**src/hw/rtl/assert_macros.svh**
```systemverilog
// Assertion macros used by the RTL that checks itself.
// No dependencies.
`ifndef ASSERT_MACROS_SVH
`define ASSERT_MACROS_SVH

// Check a property at every rising edge outside reset.
`define PCRMV_ASSERT(lbl, clk, rst_n, prop, msg) \
    lbl: assert property (@(posedge clk) disable iff (!rst_n) (prop)) else $error(msg);

// Check that an antecedent implies a consequent in the same cycle.
`define PCRMV_ASSERT_IMPL(lbl, clk, rst_n, ante, cons, msg) \
    lbl: assert property (@(posedge clk) disable iff (!rst_n) (ante) |-> (cons)) else $error(msg);

`endif

```
**src/hw/rtl/pcrmv_pkg.sv**
```systemverilog
// Types and constants of the per-channel running mean/variance block.
// No dependencies.
package pcrmv_pkg;

    localparam int CHANNELS_DEF    = 4096;
    localparam int MAX_SPECTRA_DEF = 65535;

    localparam int SAMPLE_BITS   = 8;
    localparam int FRACTION_BITS = 16;
    localparam int MEAN_W        = SAMPLE_BITS + FRACTION_BITS;
    localparam int SUM_W         = 2 * SAMPLE_BITS + 16 + FRACTION_BITS;
    localparam int SUM_HALF      = SUM_W / 2;
    localparam int RECIP_W       = 32;
    localparam int VAR_W         = 30;
    localparam int IDX_W         = 12;
    localparam int COUNT_W       = 16;
    localparam int CH_FIELD_W    = 16;
    localparam int CFG_W         = 13;
    localparam logic [CFG_W-1:0] CFG_RESET = 13'd4096;
    localparam int QUEUE_DEPTH   = 2;
    localparam int OUT_DATA_W    = 88;

    localparam logic [MEAN_W-1:0] MEAN_MAX =
        MEAN_W'(((64'd1 << SAMPLE_BITS) - 64'd1) << FRACTION_BITS);

    typedef struct packed {
        logic [SAMPLE_BITS-1:0] sample;
        logic [CH_FIELD_W-1:0]  ch;
        logic [COUNT_W-1:0]     n;
        logic                   recalc;
        logic                   stopped;
    } t_cmd;

    typedef struct packed {
        logic full;
        logic empty;
    } t_qstat;

    typedef struct packed {
        logic [IDX_W-1:0]   idx;
        logic [MEAN_W-1:0]  mean;
        logic [VAR_W-1:0]   variance;
        logic [COUNT_W-1:0] count;
        logic               sat;
    } t_res;

    typedef enum logic [3:0] {
        ST_IDLE,
        ST_DIV,
        ST_READ,
        ST_STEP,
        ST_MEAN,
        ST_DEV,
        ST_UPD,
        ST_VLO,
        ST_VHI,
        ST_OUT
    } t_bstate;

endpackage

```
**src/hw/rtl/pcrmv_queue.sv**
```systemverilog
// Two-entry command queue between front and back ends.
// Depends on pcrmv_pkg.
module pcrmv_queue import pcrmv_pkg::*; (
    input  logic   i_clk,
    input  logic   i_rst_n,
    input  logic   i_push,
    input  t_cmd   i_cmd,
    input  logic   i_pop,
    output t_cmd   o_cmd,
    output t_qstat o_qstat
);
    localparam int QA = $clog2(QUEUE_DEPTH);

    t_cmd          r_slot [QUEUE_DEPTH];
    logic [QA-1:0] r_wp, r_rp;
    logic [QA:0]   r_cnt;

    assign o_cmd = r_slot[r_rp];
    assign o_qstat.full = (r_cnt == (QA+1)'(QUEUE_DEPTH));
    assign o_qstat.empty = (r_cnt == '0);

    always_ff @(posedge i_clk) begin
        if (i_push) begin
            r_slot[r_wp] <= i_cmd;
        end
    end

    always_ff @(posedge i_clk) begin
        if (!i_rst_n) begin
            r_wp <= '0;
            r_rp <= '0;
            r_cnt <= '0;
        end else begin
            if (i_push) begin
                r_wp <= r_wp + 1'b1;
            end
            if (i_pop) begin
                r_rp <= r_rp + 1'b1;
            end
            r_cnt <= r_cnt + (QA+1)'(i_push) - (QA+1)'(i_pop);
        end
    end
endmodule

```
**config.mk**
```make
export PLATFORM = sky130hd
export DESIGN_NAME = pcrmv_queue
export DESIGN_NICKNAME = d
export VERILOG_FILES = /design/src/hw/rtl/assert_macros.svh /design/src/hw/rtl/pcrmv_pkg.sv /design/src/hw/rtl/pcrmv_queue.sv
export SDC_FILE = /design/constraint.sdc
export NUM_CORES = 1
export LEC_CHECK = 0
export BUFFER_PORTS_ARGS = -buffer_cell sky130_fd_sc_hd__buf_2
export CAP_MARGIN = 20
export CORE_MARGIN = 2
export CORE_UTILIZATION = 45
export DETAILED_ROUTE_END_ITERATION = 8
export GPL_TIMING_DRIVEN = 0
export PLACE_DENSITY = 0.73
export SETUP_SLACK_MARGIN = 0.1
export SYNTH_ARGS = -nofsm -noshare
export SYNTH_HDL_FRONTEND = slang
export SYNTH_SLANG_ARGS = --single-unit
```
**constraint.sdc**
```tcl
create_clock -name i_clk -period 3 [get_ports i_clk]
set_input_delay 0 -clock i_clk [delete_from_list [all_inputs] [get_ports i_clk]]
set_output_delay 0 -clock i_clk [all_outputs]
set_load 0.02 [all_outputs]
```
Yosys cells after proc, flatten, opt, wreduce, memory -nomap -nowiden:

Memories as Yosys holds them, arrays and structs flattened. A register that Yosys moved wholly into a read port is not among the register bits.
Cells that the tools add are included.

* add/sub/neg operators: 4
* equal/unequal tests: 1
* mux-type cells: 4
* reduce and logical (&&, ||, !) cells: 1

Operators with widths (count)
* 1-bit two-way mux: 4
* 1-bit adder, second input constant: 2
* 2-bit by 1-bit adder with 2-bit output: 1
* 2-bit == test, second input constant: 1
* 2-bit zero test: 1
* 2-bit by 1-bit subtractor with 2-bit output: 1

* flip-flop bits (word level): 4
* bits in writable memories: 84
* bits of input ports: 46
* output and inout port bits: 44
* word-level logic and storage cells: 14
* memories kept: 1

Memories
* r_slot: words 2, width 42, rd ports 1, clocked after memory_dff 1, wr ports 1, line pcrmv_queue.sv:14 `t_cmd r_slot [QUEUE_DEPTH];`

Logic depth before layout (Yosys ltp):

* depth in word-level cells: 3
* depth in mapped cells: 6
* mapped depth without buffers: 6

Worst setup path after synthesis:

No wires, ideal clock.

* path kind: register to register
* start: register r_wp
* end: memory r_slot[0][0] in the netlist's numbering (enable)
* library setup time: 0.448 ns
* arrival: 2.213 ns
* data required time: 2.552 ns
* slack: 0.340 ns
* stages on the path, launching flop included: 2
* buffers on the path: 0
* clock period less this slack: 2.660 ns
* path through: dfxtp_1 > nor2b_1

RTL lines
* from (decl): line pcrmv_queue.sv:15 `logic [QA-1:0] r_wp, r_rp;`
* from (signal assigned): line pcrmv_queue.sv:35 `r_wp <= r_wp + 1'b1;`
* to (decl): line pcrmv_queue.sv:14

Straight into the memory's write port.

Worst setup path in the final report:

* start: register r_wp
* end: register r_wp

* cells in the longest elaborated chain, start to end: 1

Ends and longest elaborated chain (line)
* 1-bit adder: pcrmv_queue.sv:35

No other way between the ends.
A chain may end at the register's enable or synchronous reset.

==> impl_metrics.toml <==
[outcome]
status = "completed"

[clock_network]
cts_setup_buffers = 0
cts_sinks = 89
cts_resized = 0
htreeDepth = 3
holdBufCountCts = 44
cts_tree = "built"
clk_pin_slew_worst_paths_ns = 0.08
root_buffer = "clkbuf_8"
numCtsBuffers = 9
clockBufferDepth = 2
insertion_delay_ns = 0.34

[cells_and_area]
final_area_mm2 = 0.00472
layoutNonFillerInstCount = 401
final_core_util = 0.640
final_common_cell = "buf_2"
nets = 346
insertedDiodeCount = 0
final_layout_size_suffix_gt1_frac = 0.507
area_delta_synth_final_pct = 36.3
layout_common_cells = "buf_2, edfxtp_1, dlygate4sd3_1, mux2_4, clkbuf_8"

[critical_path]
worstPathRequired_ns = 3.29
worstPathArrival_ns = 2.17
rr_startpoint = "r_wp"
worst-path-buf-inv = 2
cp-end-kind = "register"
cp_top_family = "buffers and inverters"
reg2regPathDepth = 4
worst-path-max-fanout = 24
cpPeakStageDelay_ns = 0.56
worstPathCellList = "nor2b_4 > buf_16 > o21a_1 > dlygate4sd3_1"
path_depth = 4
cp-start-kind = "register"
cp_slowest_cell = "nor2b_4"
worstSetupPathType = "register to register"
reg2reg_slack_ns = 1.11
r2r_end = "r_wp"

[floorplan]
start_util = 0.470
fp.dieH_um = 91.7
io_pins = 90
fp.dieW_um = 91.7
core_mm2 = 0.00737
dieArea_mm2 = 0.00841
fp-row-count = 31

[hold_path]
hp-start = "i_pop"
hold_path_depth = 3
hp-class = "input pin to register"

[sta]
rsz0062_at_grt = "false"
max-slew-margin-rel = 0.549
fmax_mhz = 530
maxSlewViolCount = 0
fin_crit_ns = 1.89
hold_viol_final = 0
fin_tns_setup_ns = 0
fin_crit_sh = 0.629
skew_ns = 0.00330
finalSetupViolations = 0
worst_pin_slew_ns = 0.675

[global_route]
track_usage = 0.143
grt_pass1_vias = 1915
gr-total-overflow = 0
antenna_found_initial = 0
grt_pass1_wl_um = 9150
grt_start_max_net_pins = 25

[drt]
wl_per_cell_um = 14.2
drt-pass1-iter-count = 4
wirelength_um = 5680
vias = 1816
drtIter0Drc = 64
drt_drc_violations_left = 0
via_per_inst = 4.53
ant_nets = 0

[power_and_ir_drop]
p_per_area_mw_per_mm2 = 567
finalPower_uw = 2680
p_leak_uw = 0.00189
ir_drop_mv = 0.284

[synth]
synth-seq-cells = 89
synth.area.top_cells = "edfxtp_1, mux2_4, dfxtp_1"
synth_top_cell_by_area = "edfxtp_1"
synthCells = 152
syn_nets = 200
synth.avg_cell_area_um2 = 22.8
synth_top_area_frac = 0.729
ys_seq_area_frac = 0.757
synth_cell_types = 14
yosysWarningCount = 0
syn_area_mm2 = 0.00346

[job]
maxCapViolations = 0

[placed_design]
dpl-instance-area_mm2 = 0.00410
port_buffers = 89
dpl.cell_count = 342
routabilityCongestion = 0.661
post-dp-hpwl_um = 3670
-- metal layers --
layer / GRT usage / vias up / part of all wire / wire, um
met3: 0.0255 / 10 / 0.046 / 261
met4: 0.0709 / 0 / 0.021 / 117
met1: 0.169 / 870 / 0.42 / 2390
li1: - / 880 / - / -
met5: 0 / - / 0 / 0
met2: 0.251 / 56 / 0.51 / 2920
-- synthesized netlist by cell type, drive strengths merged --
cell type	n
edfxtp	84
and2	4
xor2	1
inv	2
buf	5
nor2b	4
ha	2
dfxtp	5
mux2	42
xnor3	1
o21a	1
nor2	1
-- per-stage QoR --
stage	hold slack (ns)	worst slack, ns
2_1_floorplan	0.0989	0.340
4_1_cts	0.00305	1.10
3_5_place_dp	0.192	1.53
3_3_place_gp	0.188	-0.652
5_1_grt	0.0446	1.00
6_report	0.0185	1.11
-- registers in the layout, summed over array words and instances (netlist names), named ones only --
| name | flops |
|---|---|
| r_cnt | 2 |
| r_slot | 84 |
| r_rp | 1 |
| r_wp | 1 |
-- area by class of cell --
type | count | area [um^2]
Timing Repair Buffer | 135 | 941
Fill cell | 534 | 2650
Tap cell | 99 | 124
Clock inverter | 6 | 60.1
Sequential cell | 89 | 2620
Inverter | 2 | 7.51
Multi-Input combinational cell | 56 | 749
Clock buffer | 9 | 124
Buffer | 5 | 91.3
-- worst min-delay path, delay by kind of cell --
| family | cells | cell delay (ns) |
|---|---|---|
| AND/OR/NAND/NOR | 1 | 0.15 |
| buffers and inverters | 1 | 0.10 |
| XOR/XNOR | 1 | 0.07 |
-- power by group --
group	total (uW)	internal (uW)	switching, uW	leakage [uW]
combinational	468	247	220	0.000980
clock	755	374	381	0.0000824
sequential	1450	1430	20.9	0.000830
-- worst max-delay path by stage --
| stage | from | end | slack, ns |
|---|---|---|---|
| 2_1_floorplan | r_wp | r_slot[0][0] | 0.34 |
| 3_3_place_gp | r_wp | r_slot[0][30] | -0.65 |
| 3_5_place_dp | r_wp | r_slot[0][25] | 1.53 |
| 4_1_cts | r_wp | r_wp | 1.10 |
| 5_1_grt | r_wp | r_wp | 1.00 |
| 6_report | r_wp | r_wp | 1.11 |
-- logic make-up (layout without fill, tap and decap cells) --
family,after synthesis,after routing,synth area share
simple gates,9,9,0.0155
compound gates,1,1,0.00217
flops,89,89,0.758
fa+ha+maj,2,2,0.00723
xor+xnor,2,2,0.00904
mux,42,42,0.180
buf+inv,7,157,0.0286
(Power assumes the default switching activity.)
