$ cat config.mk
export PLATFORM = sky130hd
export DESIGN_NAME = pcrmv_front
export DESIGN_NICKNAME = d
export VERILOG_FILES = /design/src/hw/rtl/assert_macros.svh /design/src/hw/rtl/pcrmv_pkg.sv /design/src/hw/rtl/pcrmv_front.sv
export SDC_FILE = /design/constraint.sdc
export NUM_CORES = 1
export LEC_CHECK = 0
export ABC_AREA = 1
export BUFFER_PORTS_ARGS = -buffer_cell sky130_fd_sc_hd__buf_2
export CAP_MARGIN = 25
export CORE_MARGIN = 3
export CORE_UTILIZATION = 52
export CTS_CLUSTER_DIAMETER = 60
export DETAILED_ROUTE_END_ITERATION = 16
export PLACE_DENSITY = 0.87
export SYNTH_ARGS = -nofsm -noshare
export SYNTH_HDL_FRONTEND = slang
export SYNTH_SLANG_ARGS = --single-unit
export TNS_END_PERCENT = 30
$ cat constraint.sdc
create_clock -name i_clk -period 5 [get_ports i_clk]
set_input_delay 1 -clock i_clk [delete_from_list [all_inputs] [get_ports i_clk]]
set_output_delay 1 -clock i_clk [all_outputs]
set_load 0.01 [all_outputs]
$ cat src/hw/rtl/assert_macros.svh
// Assertion macros used by the RTL that checks itself.
// No dependencies.
`ifndef ASSERT_MACROS_SVH
`define ASSERT_MACROS_SVH

// Check a property at every rising edge outside reset.
`define PCRMV_ASSERT(lbl, clk, rst_n, prop, msg) \
    lbl: assert property (@(posedge clk) disable iff (!rst_n) (prop)) else $error(msg);

// Check that an antecedent implies a consequent in the same cycle.
`define PCRMV_ASSERT_IMPL(lbl, clk, rst_n, ante, cons, msg) \
    lbl: assert property (@(posedge clk) disable iff (!rst_n) (ante) |-> (cons)) else $error(msg);

`endif

$ cat src/hw/rtl/pcrmv_pkg.sv
// Types and constants of the per-channel running mean/variance block.
// No dependencies.
package pcrmv_pkg;

    localparam int CHANNELS_DEF    = 4096;
    localparam int MAX_SPECTRA_DEF = 65535;

    localparam int SAMPLE_BITS   = 8;
    localparam int FRACTION_BITS = 16;
    localparam int MEAN_W        = SAMPLE_BITS + FRACTION_BITS;
    localparam int SUM_W         = 2 * SAMPLE_BITS + 16 + FRACTION_BITS;
    localparam int SUM_HALF      = SUM_W / 2;
    localparam int RECIP_W       = 32;
    localparam int VAR_W         = 30;
    localparam int IDX_W         = 12;
    localparam int COUNT_W       = 16;
    localparam int CH_FIELD_W    = 16;
    localparam int CFG_W         = 13;
    localparam logic [CFG_W-1:0] CFG_RESET = 13'd4096;
    localparam int QUEUE_DEPTH   = 2;
    localparam int OUT_DATA_W    = 88;

    localparam logic [MEAN_W-1:0] MEAN_MAX =
        MEAN_W'(((64'd1 << SAMPLE_BITS) - 64'd1) << FRACTION_BITS);

    typedef struct packed {
        logic [SAMPLE_BITS-1:0] sample;
        logic [CH_FIELD_W-1:0]  ch;
        logic [COUNT_W-1:0]     n;
        logic                   recalc;
        logic                   stopped;
    } t_cmd;

    typedef struct packed {
        logic full;
        logic empty;
    } t_qstat;

    typedef struct packed {
        logic [IDX_W-1:0]   idx;
        logic [MEAN_W-1:0]  mean;
        logic [VAR_W-1:0]   variance;
        logic [COUNT_W-1:0] count;
        logic               sat;
    } t_res;

    typedef enum logic [3:0] {
        ST_IDLE,
        ST_DIV,
        ST_READ,
        ST_STEP,
        ST_MEAN,
        ST_DEV,
        ST_UPD,
        ST_VLO,
        ST_VHI,
        ST_OUT
    } t_bstate;

endpackage

$ cat src/hw/rtl/pcrmv_front.sv
// Front end: takes sample words, tracks channel and spectrum, issues commands.
// Depends on pcrmv_pkg.
module pcrmv_front import pcrmv_pkg::*; #(
    parameter int CHANNELS    = CHANNELS_DEF,
    parameter int MAX_SPECTRA = MAX_SPECTRA_DEF
) (
    input  logic                   i_clk,
    input  logic                   i_rst_n,
    input  logic                   i_cfg_we,
    input  logic [CFG_W-1:0]       i_cfg_data,
    input  logic                   i_valid,
    input  logic [SAMPLE_BITS-1:0] i_sample,
    input  logic                   i_start,
    input  t_qstat                 i_qstat,
    output logic                   o_ready,
    output logic                   o_push,
    output t_cmd                   o_cmd
);
    localparam int PW = $clog2(CHANNELS + 1);

    logic [CFG_W-1:0]   r_cfg;
    logic [PW-1:0]      r_pos, n_pos;
    logic [COUNT_W-1:0] r_seen, n_seen;
    logic               r_stop, n_stop;
    logic [PW-1:0]      limit;
    logic [PW-1:0]      pos1;

    always_comb begin
        logic [PW-1:0]      pos0;
        logic [PW:0]        pos_inc;
        logic [COUNT_W-1:0] seen0;
        logic               stop0;
        logic               recalc;
        pos0 = i_start ? '0 : r_pos;
        seen0 = i_start ? '0 : r_seen;
        stop0 = i_start ? 1'b0 : r_stop;
        recalc = 1'b0;
        n_seen = seen0;
        n_stop = stop0;

        if (r_cfg == '0) begin
            limit = PW'(1);
        end else if (32'(r_cfg) > CHANNELS) begin
            limit = PW'(CHANNELS);
        end else begin
            limit = PW'(r_cfg);
        end

        pos1 = (pos0 >= limit) ? '0 : pos0;
        if (pos1 == '0) begin
            if (32'(seen0) < MAX_SPECTRA) begin
                n_seen = seen0 + 1'b1;
                recalc = 1'b1;
            end else begin
                n_stop = 1'b1;
            end
        end
        pos_inc = {1'b0, pos1} + 1'b1;
        n_pos = (pos_inc >= {1'b0, limit}) ? '0 : pos_inc[PW-1:0];

        o_cmd.sample = i_sample;
        o_cmd.ch = CH_FIELD_W'(pos1);
        o_cmd.n = n_seen;
        o_cmd.recalc = recalc;
        o_cmd.stopped = n_stop;
    end

    assign o_ready = !i_qstat.full;
    assign o_push = i_valid && !i_qstat.full;

    always_ff @(posedge i_clk) begin
        if (!i_rst_n) begin
            r_cfg <= CFG_RESET;
            r_pos <= '0;
            r_seen <= '0;
            r_stop <= 1'b0;
        end else begin
            if (i_cfg_we) begin
                r_cfg <= i_cfg_data;
            end
            if (o_push) begin
                r_pos <= n_pos;
                r_seen <= n_seen;
                r_stop <= n_stop;
            end
        end
    end
endmodule

# == After elaboration in Yosys (flattened, before gate mapping) ==
# Cells that the tools add are included.
# Widths: inputs -> output; s select.
# classes
add_sub_neg,2
magnitude_cmp,4
reduce_logical,4
n_mux,13
# op_table
cell,count
$mux 13,5
$mux 16,3
$logic_not 13->1,2
$add 16x1->16 const B,1
$lt 16x16->1 const B,1
$add 13x1->14 const B,1
$ge 14x13->1,1
$ge 13x13->1,1
$gt 13x13->1 const B,1
$mux 1,5
$logic_and 1x1->1,1
$logic_not 1->1,1
# word_totals
ff_bits,43
elab_cells,27
in_bits,28

# == Logic depth before layout (Yosys ltp) ==
# depth
word_depth,8
ltp_mapped,35

# == Worst setup path before layout ==
# No wires, ideal clock.
# synth_timing
path_kind,register to register
start,reg r_cfg[4]
end,reg r_pos[0]
period_less_slack_ns,4.880
setup_ns,0.071
path_stages_with_launch,33
required_time_ns,4.929
arrival_ns,4.809
path_slack_ns,0.120
n_path_buf,3
path_cell_list,dfxtp_1 > or4_1 > nor4_1 > a21oi_1 > inv_1 > clkbuf_1 > nand2_1 > ha_1 > nand2_2 > inv_2 > nand2_1 > nand2_1 > nor2_1 > nor2_2 > nor2_4 > buf_4 > nand2_1 > inv_1 > ha_1 > inv_1 > nor2_2 > xor2_1 > ha_1 > nand2_1 > nor2_1 > o21ai_0 > nand3_1 > nand4_1 > nand3_1 > a21oi_1 > clkbuf_1 > nand3_1 > a21oi_1
# synth_rtl
item,line_no,rtl
"start, declared",pcrmv_front.sv:21,logic [CFG_W-1:0] r_cfg;
"start signal, assigned",pcrmv_front.sv:79,r_cfg <= i_cfg_data;
"end signal, assigned",pcrmv_front.sv:82,r_pos <= n_pos;
"end, declared",pcrmv_front.sv:22,"logic [PW-1:0] r_pos, n_pos;"

==> impl_metrics.yaml <==
clock_network:
  cts_made_buffers: 5
  cts-root-buf: "clkbuf_8"
  cts_tree: "done"
  cts_sinks: 43
  path_clk_slew_ns: 0.10
  clock_latency_ns: 0.31
  clock_path_buffers: 2
  htreeDepth: 2
layout:
  seqCellArea_um2: 863
  drive_above_1_share: 0.267
  n_fill_cell: 607
  diodes: 0
  nets: 768
  fin_util: 0.666
  instances_no_fill: 811
  multiInputGateArea_um2: 2860
  syn_to_final_growth_pct: 23.1
worst_setup_path:
  cp_num_buf_inv: 6
  crit_top_cell: "nand2_2"
  crit_path_start_kind: "flop"
  crit_path_cell_trace: "or4_4 > nor4_4 > a21oi_2 > clkinvlp_4 > nand2_2 > ha_1 > nand2_1 > inv_1 > nand3_2 > inv_2 > nand2_2 > nand3_2 > nor2_4 > inv_2 > ha_4 > nand2_2 > nor3_4 > nand3_4 > clkbuf_16 > nand2_2 > nand2_2 > buf_2"
  cp_max_fo: 5
  end_kind: "output port"
  cp_data_arrival_time_ns: 3.92
  critical_path.slowest_cell: "or4_4"
  cp_slowest_stage_delay_ns: 0.54
  crit_type: "flop to output port"
  crit_family: "simple AND/OR/NAND/NOR gates"
  required_ns: 4.00
drt:
  wl_met1_um: 4890
  top_layer_used: "met4"
  wl_met3_um: 1200
  wl_met2_um: 5680
  routed_wl_um: 12200
  ant_nets: 0
  vias: 4629
  drc: 0
  drt-initial-drc-count: 516
  viasPerCell: 5.71
  first_pass_iters: 6
  wl_per_cell_um: 15.1
pwr:
  seq_power_share: 0.437
  swShare: 0.355
  clock_power_share: 0.293
  p_int_mw: 0.548
  ir_drop_uv: 170
  p_per_area_nw_per_um2: 174
  switching_power_mw: 0.301
  pwr-share-comb: 0.270
  leakage_nw: 2.59
global_routing:
  grt_usage: 0.252
  grt_pass1_wl_um: 18200
  grt_overflow: 0
  grt_max_degree: 31
  antenna_found_initial: 0
  grt_pass1_vias: 4085
synthesis:
  synthTopCellsByCount: "nand2_1 (144), inv_1 (93), nor2_1 (86)"
  yosysTopAreaCellShare: 0.217
  synth.avg_cell_area_um2: 6.08
  syn_inst: 652
  syn_area_um2: 3960
  yosysTopAreaCell: "dfxtp_1"
  dominantRegCellSynth: "dfxtp_1"
  ys_ff_latch: 43
  async_flop_share: 0
  synth-edff-count: 0
  yosys_warnings: 0
  synth_most_common_cell: "nand2_1"
  synth.area.top_cells: "dfxtp_1 (22%), nand2_1 (14%), ha_1 (9.2%), inv_1 (8.8%), nor2_1 (8.1%)"
  synth_cell_types: 34
  seq_area_frac_synth: 0.217
placed_design:
  dp.cells: 788
  io_buffers: 51
  place_congestion: 0.958
  hpwlAfterDp_um: 8410
sta:
  grt_setup_unrepaired: "yes"
  finalHoldViolCount: 0
  fmax_ghz: 0.203
  slew_headroom: 0.354
  skew_ns: 0.00831
  setup_violations: 0
  finalCriticalPeriod_ns: 4.92
  fin_tns_setup_ns: 0
  fin_crit_sh: 0.984
  tightest_slew_ns: 0.967
  hold_slack_ns: 0.474
  drv_slew: 0
worst_hold_path:
  hold_path.class: "flop to flop"
floorplanning:
  dieHeight_um: 93.3
  rows: 31
  die_w_um: 93.3
  core_area_um2: 7330
  io_pins: 72
  die_area_um2: 8710
  start_util: 0.541
outcome:
  status: "complete, no violations"
flow_run:
  cap_violations: 0
[routing by layer]
| metal | vias to the layer above | GRT usage |
|---|---|---|
| li1 | 2210 | - |
| met5 | - | 0 |
| met1 | 2073 | 0.341 |
| met2 | 287 | 0.407 |
| met4 | 0 | 0.0842 |
| met3 | 59 | 0.0402 |
[cells in the final DEF, fill, tap and decap left out, types with 2 or more instances in the layout]
master | netlist | layout
a21oi_1 | 39 | 34
a21oi_2 | 0 | 5
buf_12 | 0 | 2
buf_2 | 5 | 52
buf_4 | 16 | 20
buf_6 | 1 | 7
clkbuf_8 | 0 | 5
conb_1 | 1 | 3
dfxtp_1 | 43 | 41
dfxtp_2 | 0 | 2
ha_1 | 29 | 21
ha_4 | 0 | 8
inv_1 | 93 | 89
inv_2 | 5 | 7
inv_4 | 0 | 2
inv_6 | 0 | 2
nand2_1 | 144 | 116
nand2_2 | 13 | 28
nand2_4 | 0 | 13
nand3_1 | 63 | 62
nand3_2 | 3 | 4
nand4_1 | 29 | 29
nor2_1 | 86 | 83
nor2_2 | 5 | 5
nor2_4 | 3 | 6
nor3_1 | 9 | 7
nor3_2 | 2 | 4
nor3_4 | 2 | 2
nor4_1 | 3 | 2
o21ai_0 | 24 | 24
o21bai_1 | 2 | 2
or2_2 | 7 | 7
xor2_1 | 6 | 5
[power groups by stage]
stage | Combinational (mW) | Clock (mW) | Sequential [mW]
global route | 0.251 | 0.265 | 0.373
floorplan | 0.140 | 0 | 0.373
global placement | 0.173 | 0 | 0.375
detailed placement | 0.180 | 0 | 0.376
CTS | 0.192 | 0.250 | 0.369
finish | 0.230 | 0.249 | 0.371
[final timing paths]
kind | start | endpoint | slack, ns | cells after the start
max | r_cfg[6]$_SDFFE_PN0P_ | o_cmd[11] | 0.08 | 22
max reg2reg | r_cfg[6]$_SDFFE_PN0P_ | r_pos[5]$_SDFFE_PN0P_ | 0.16 | 30
min | r_pos[8]$_SDFFE_PN0P_ | r_pos[8]$_SDFFE_PN0P_ | 0.47 | 2
min reg2reg | r_pos[8]$_SDFFE_PN0P_ | r_pos[8]$_SDFFE_PN0P_ | 0.47 | 2
[stage by stage]
step                      setup WS (ns)  instance area, um2  total power [mW]
after global placement            0.206                4280             0.547
final                            0.0824                4880             0.849
after floorplan                   0.120                3970             0.513
after detailed placement         0.0553                4280             0.556
after CTS                        0.0227                4490             0.810
after global routing             -0.116                4880             0.889
[worst min-delay path, delay by kind of cell (launching register included)]
family | cells | cell delay (ns)
and+or+nand+nor | 1 | 0.06
AOI/OAI and AO/OA | 1 | 0.05
DFF | 1 | 0.32
[sequential cells by signal (all words and copies together), names as in the netlist]
register / count
r_seen: 16
r_cfg: 13
r_stop: 1
r_pos: 13
[layout make-up]
| cell class | instances | share of cell area |
|---|---|---|
| Multi-Input combinational cell | 479 | 0.586 |
| Sequential cell | 43 | 0.177 |
| Timing Repair Buffer | 82 | 0.114 |
| Inverter | 99 | 0.0772 |
| Tap cell | 99 | 0.0254 |
| Clock buffer | 5 | 0.0141 |
| Clock inverter | 3 | 0.00538 |
| Timing Repair inverter | 1 | 0.00154 |
[what timing repair did]
item	in CTS	in global routing
hold buffers	0	0
cloned	1	2
resized for setup	16	71
pin swaps	4	17
setup endpoints to repair	18	31
setup buffers	5	6
[cells by family after synthesis]
family	share of synthesized area
compound gates	0.0922
xor+xnor	0.0155
fa+ha+maj	0.0915
buf+inv	0.144
flops	0.217
other cells	0.000946
simple gates	0.439
Power figures use the tool's default switching activity.
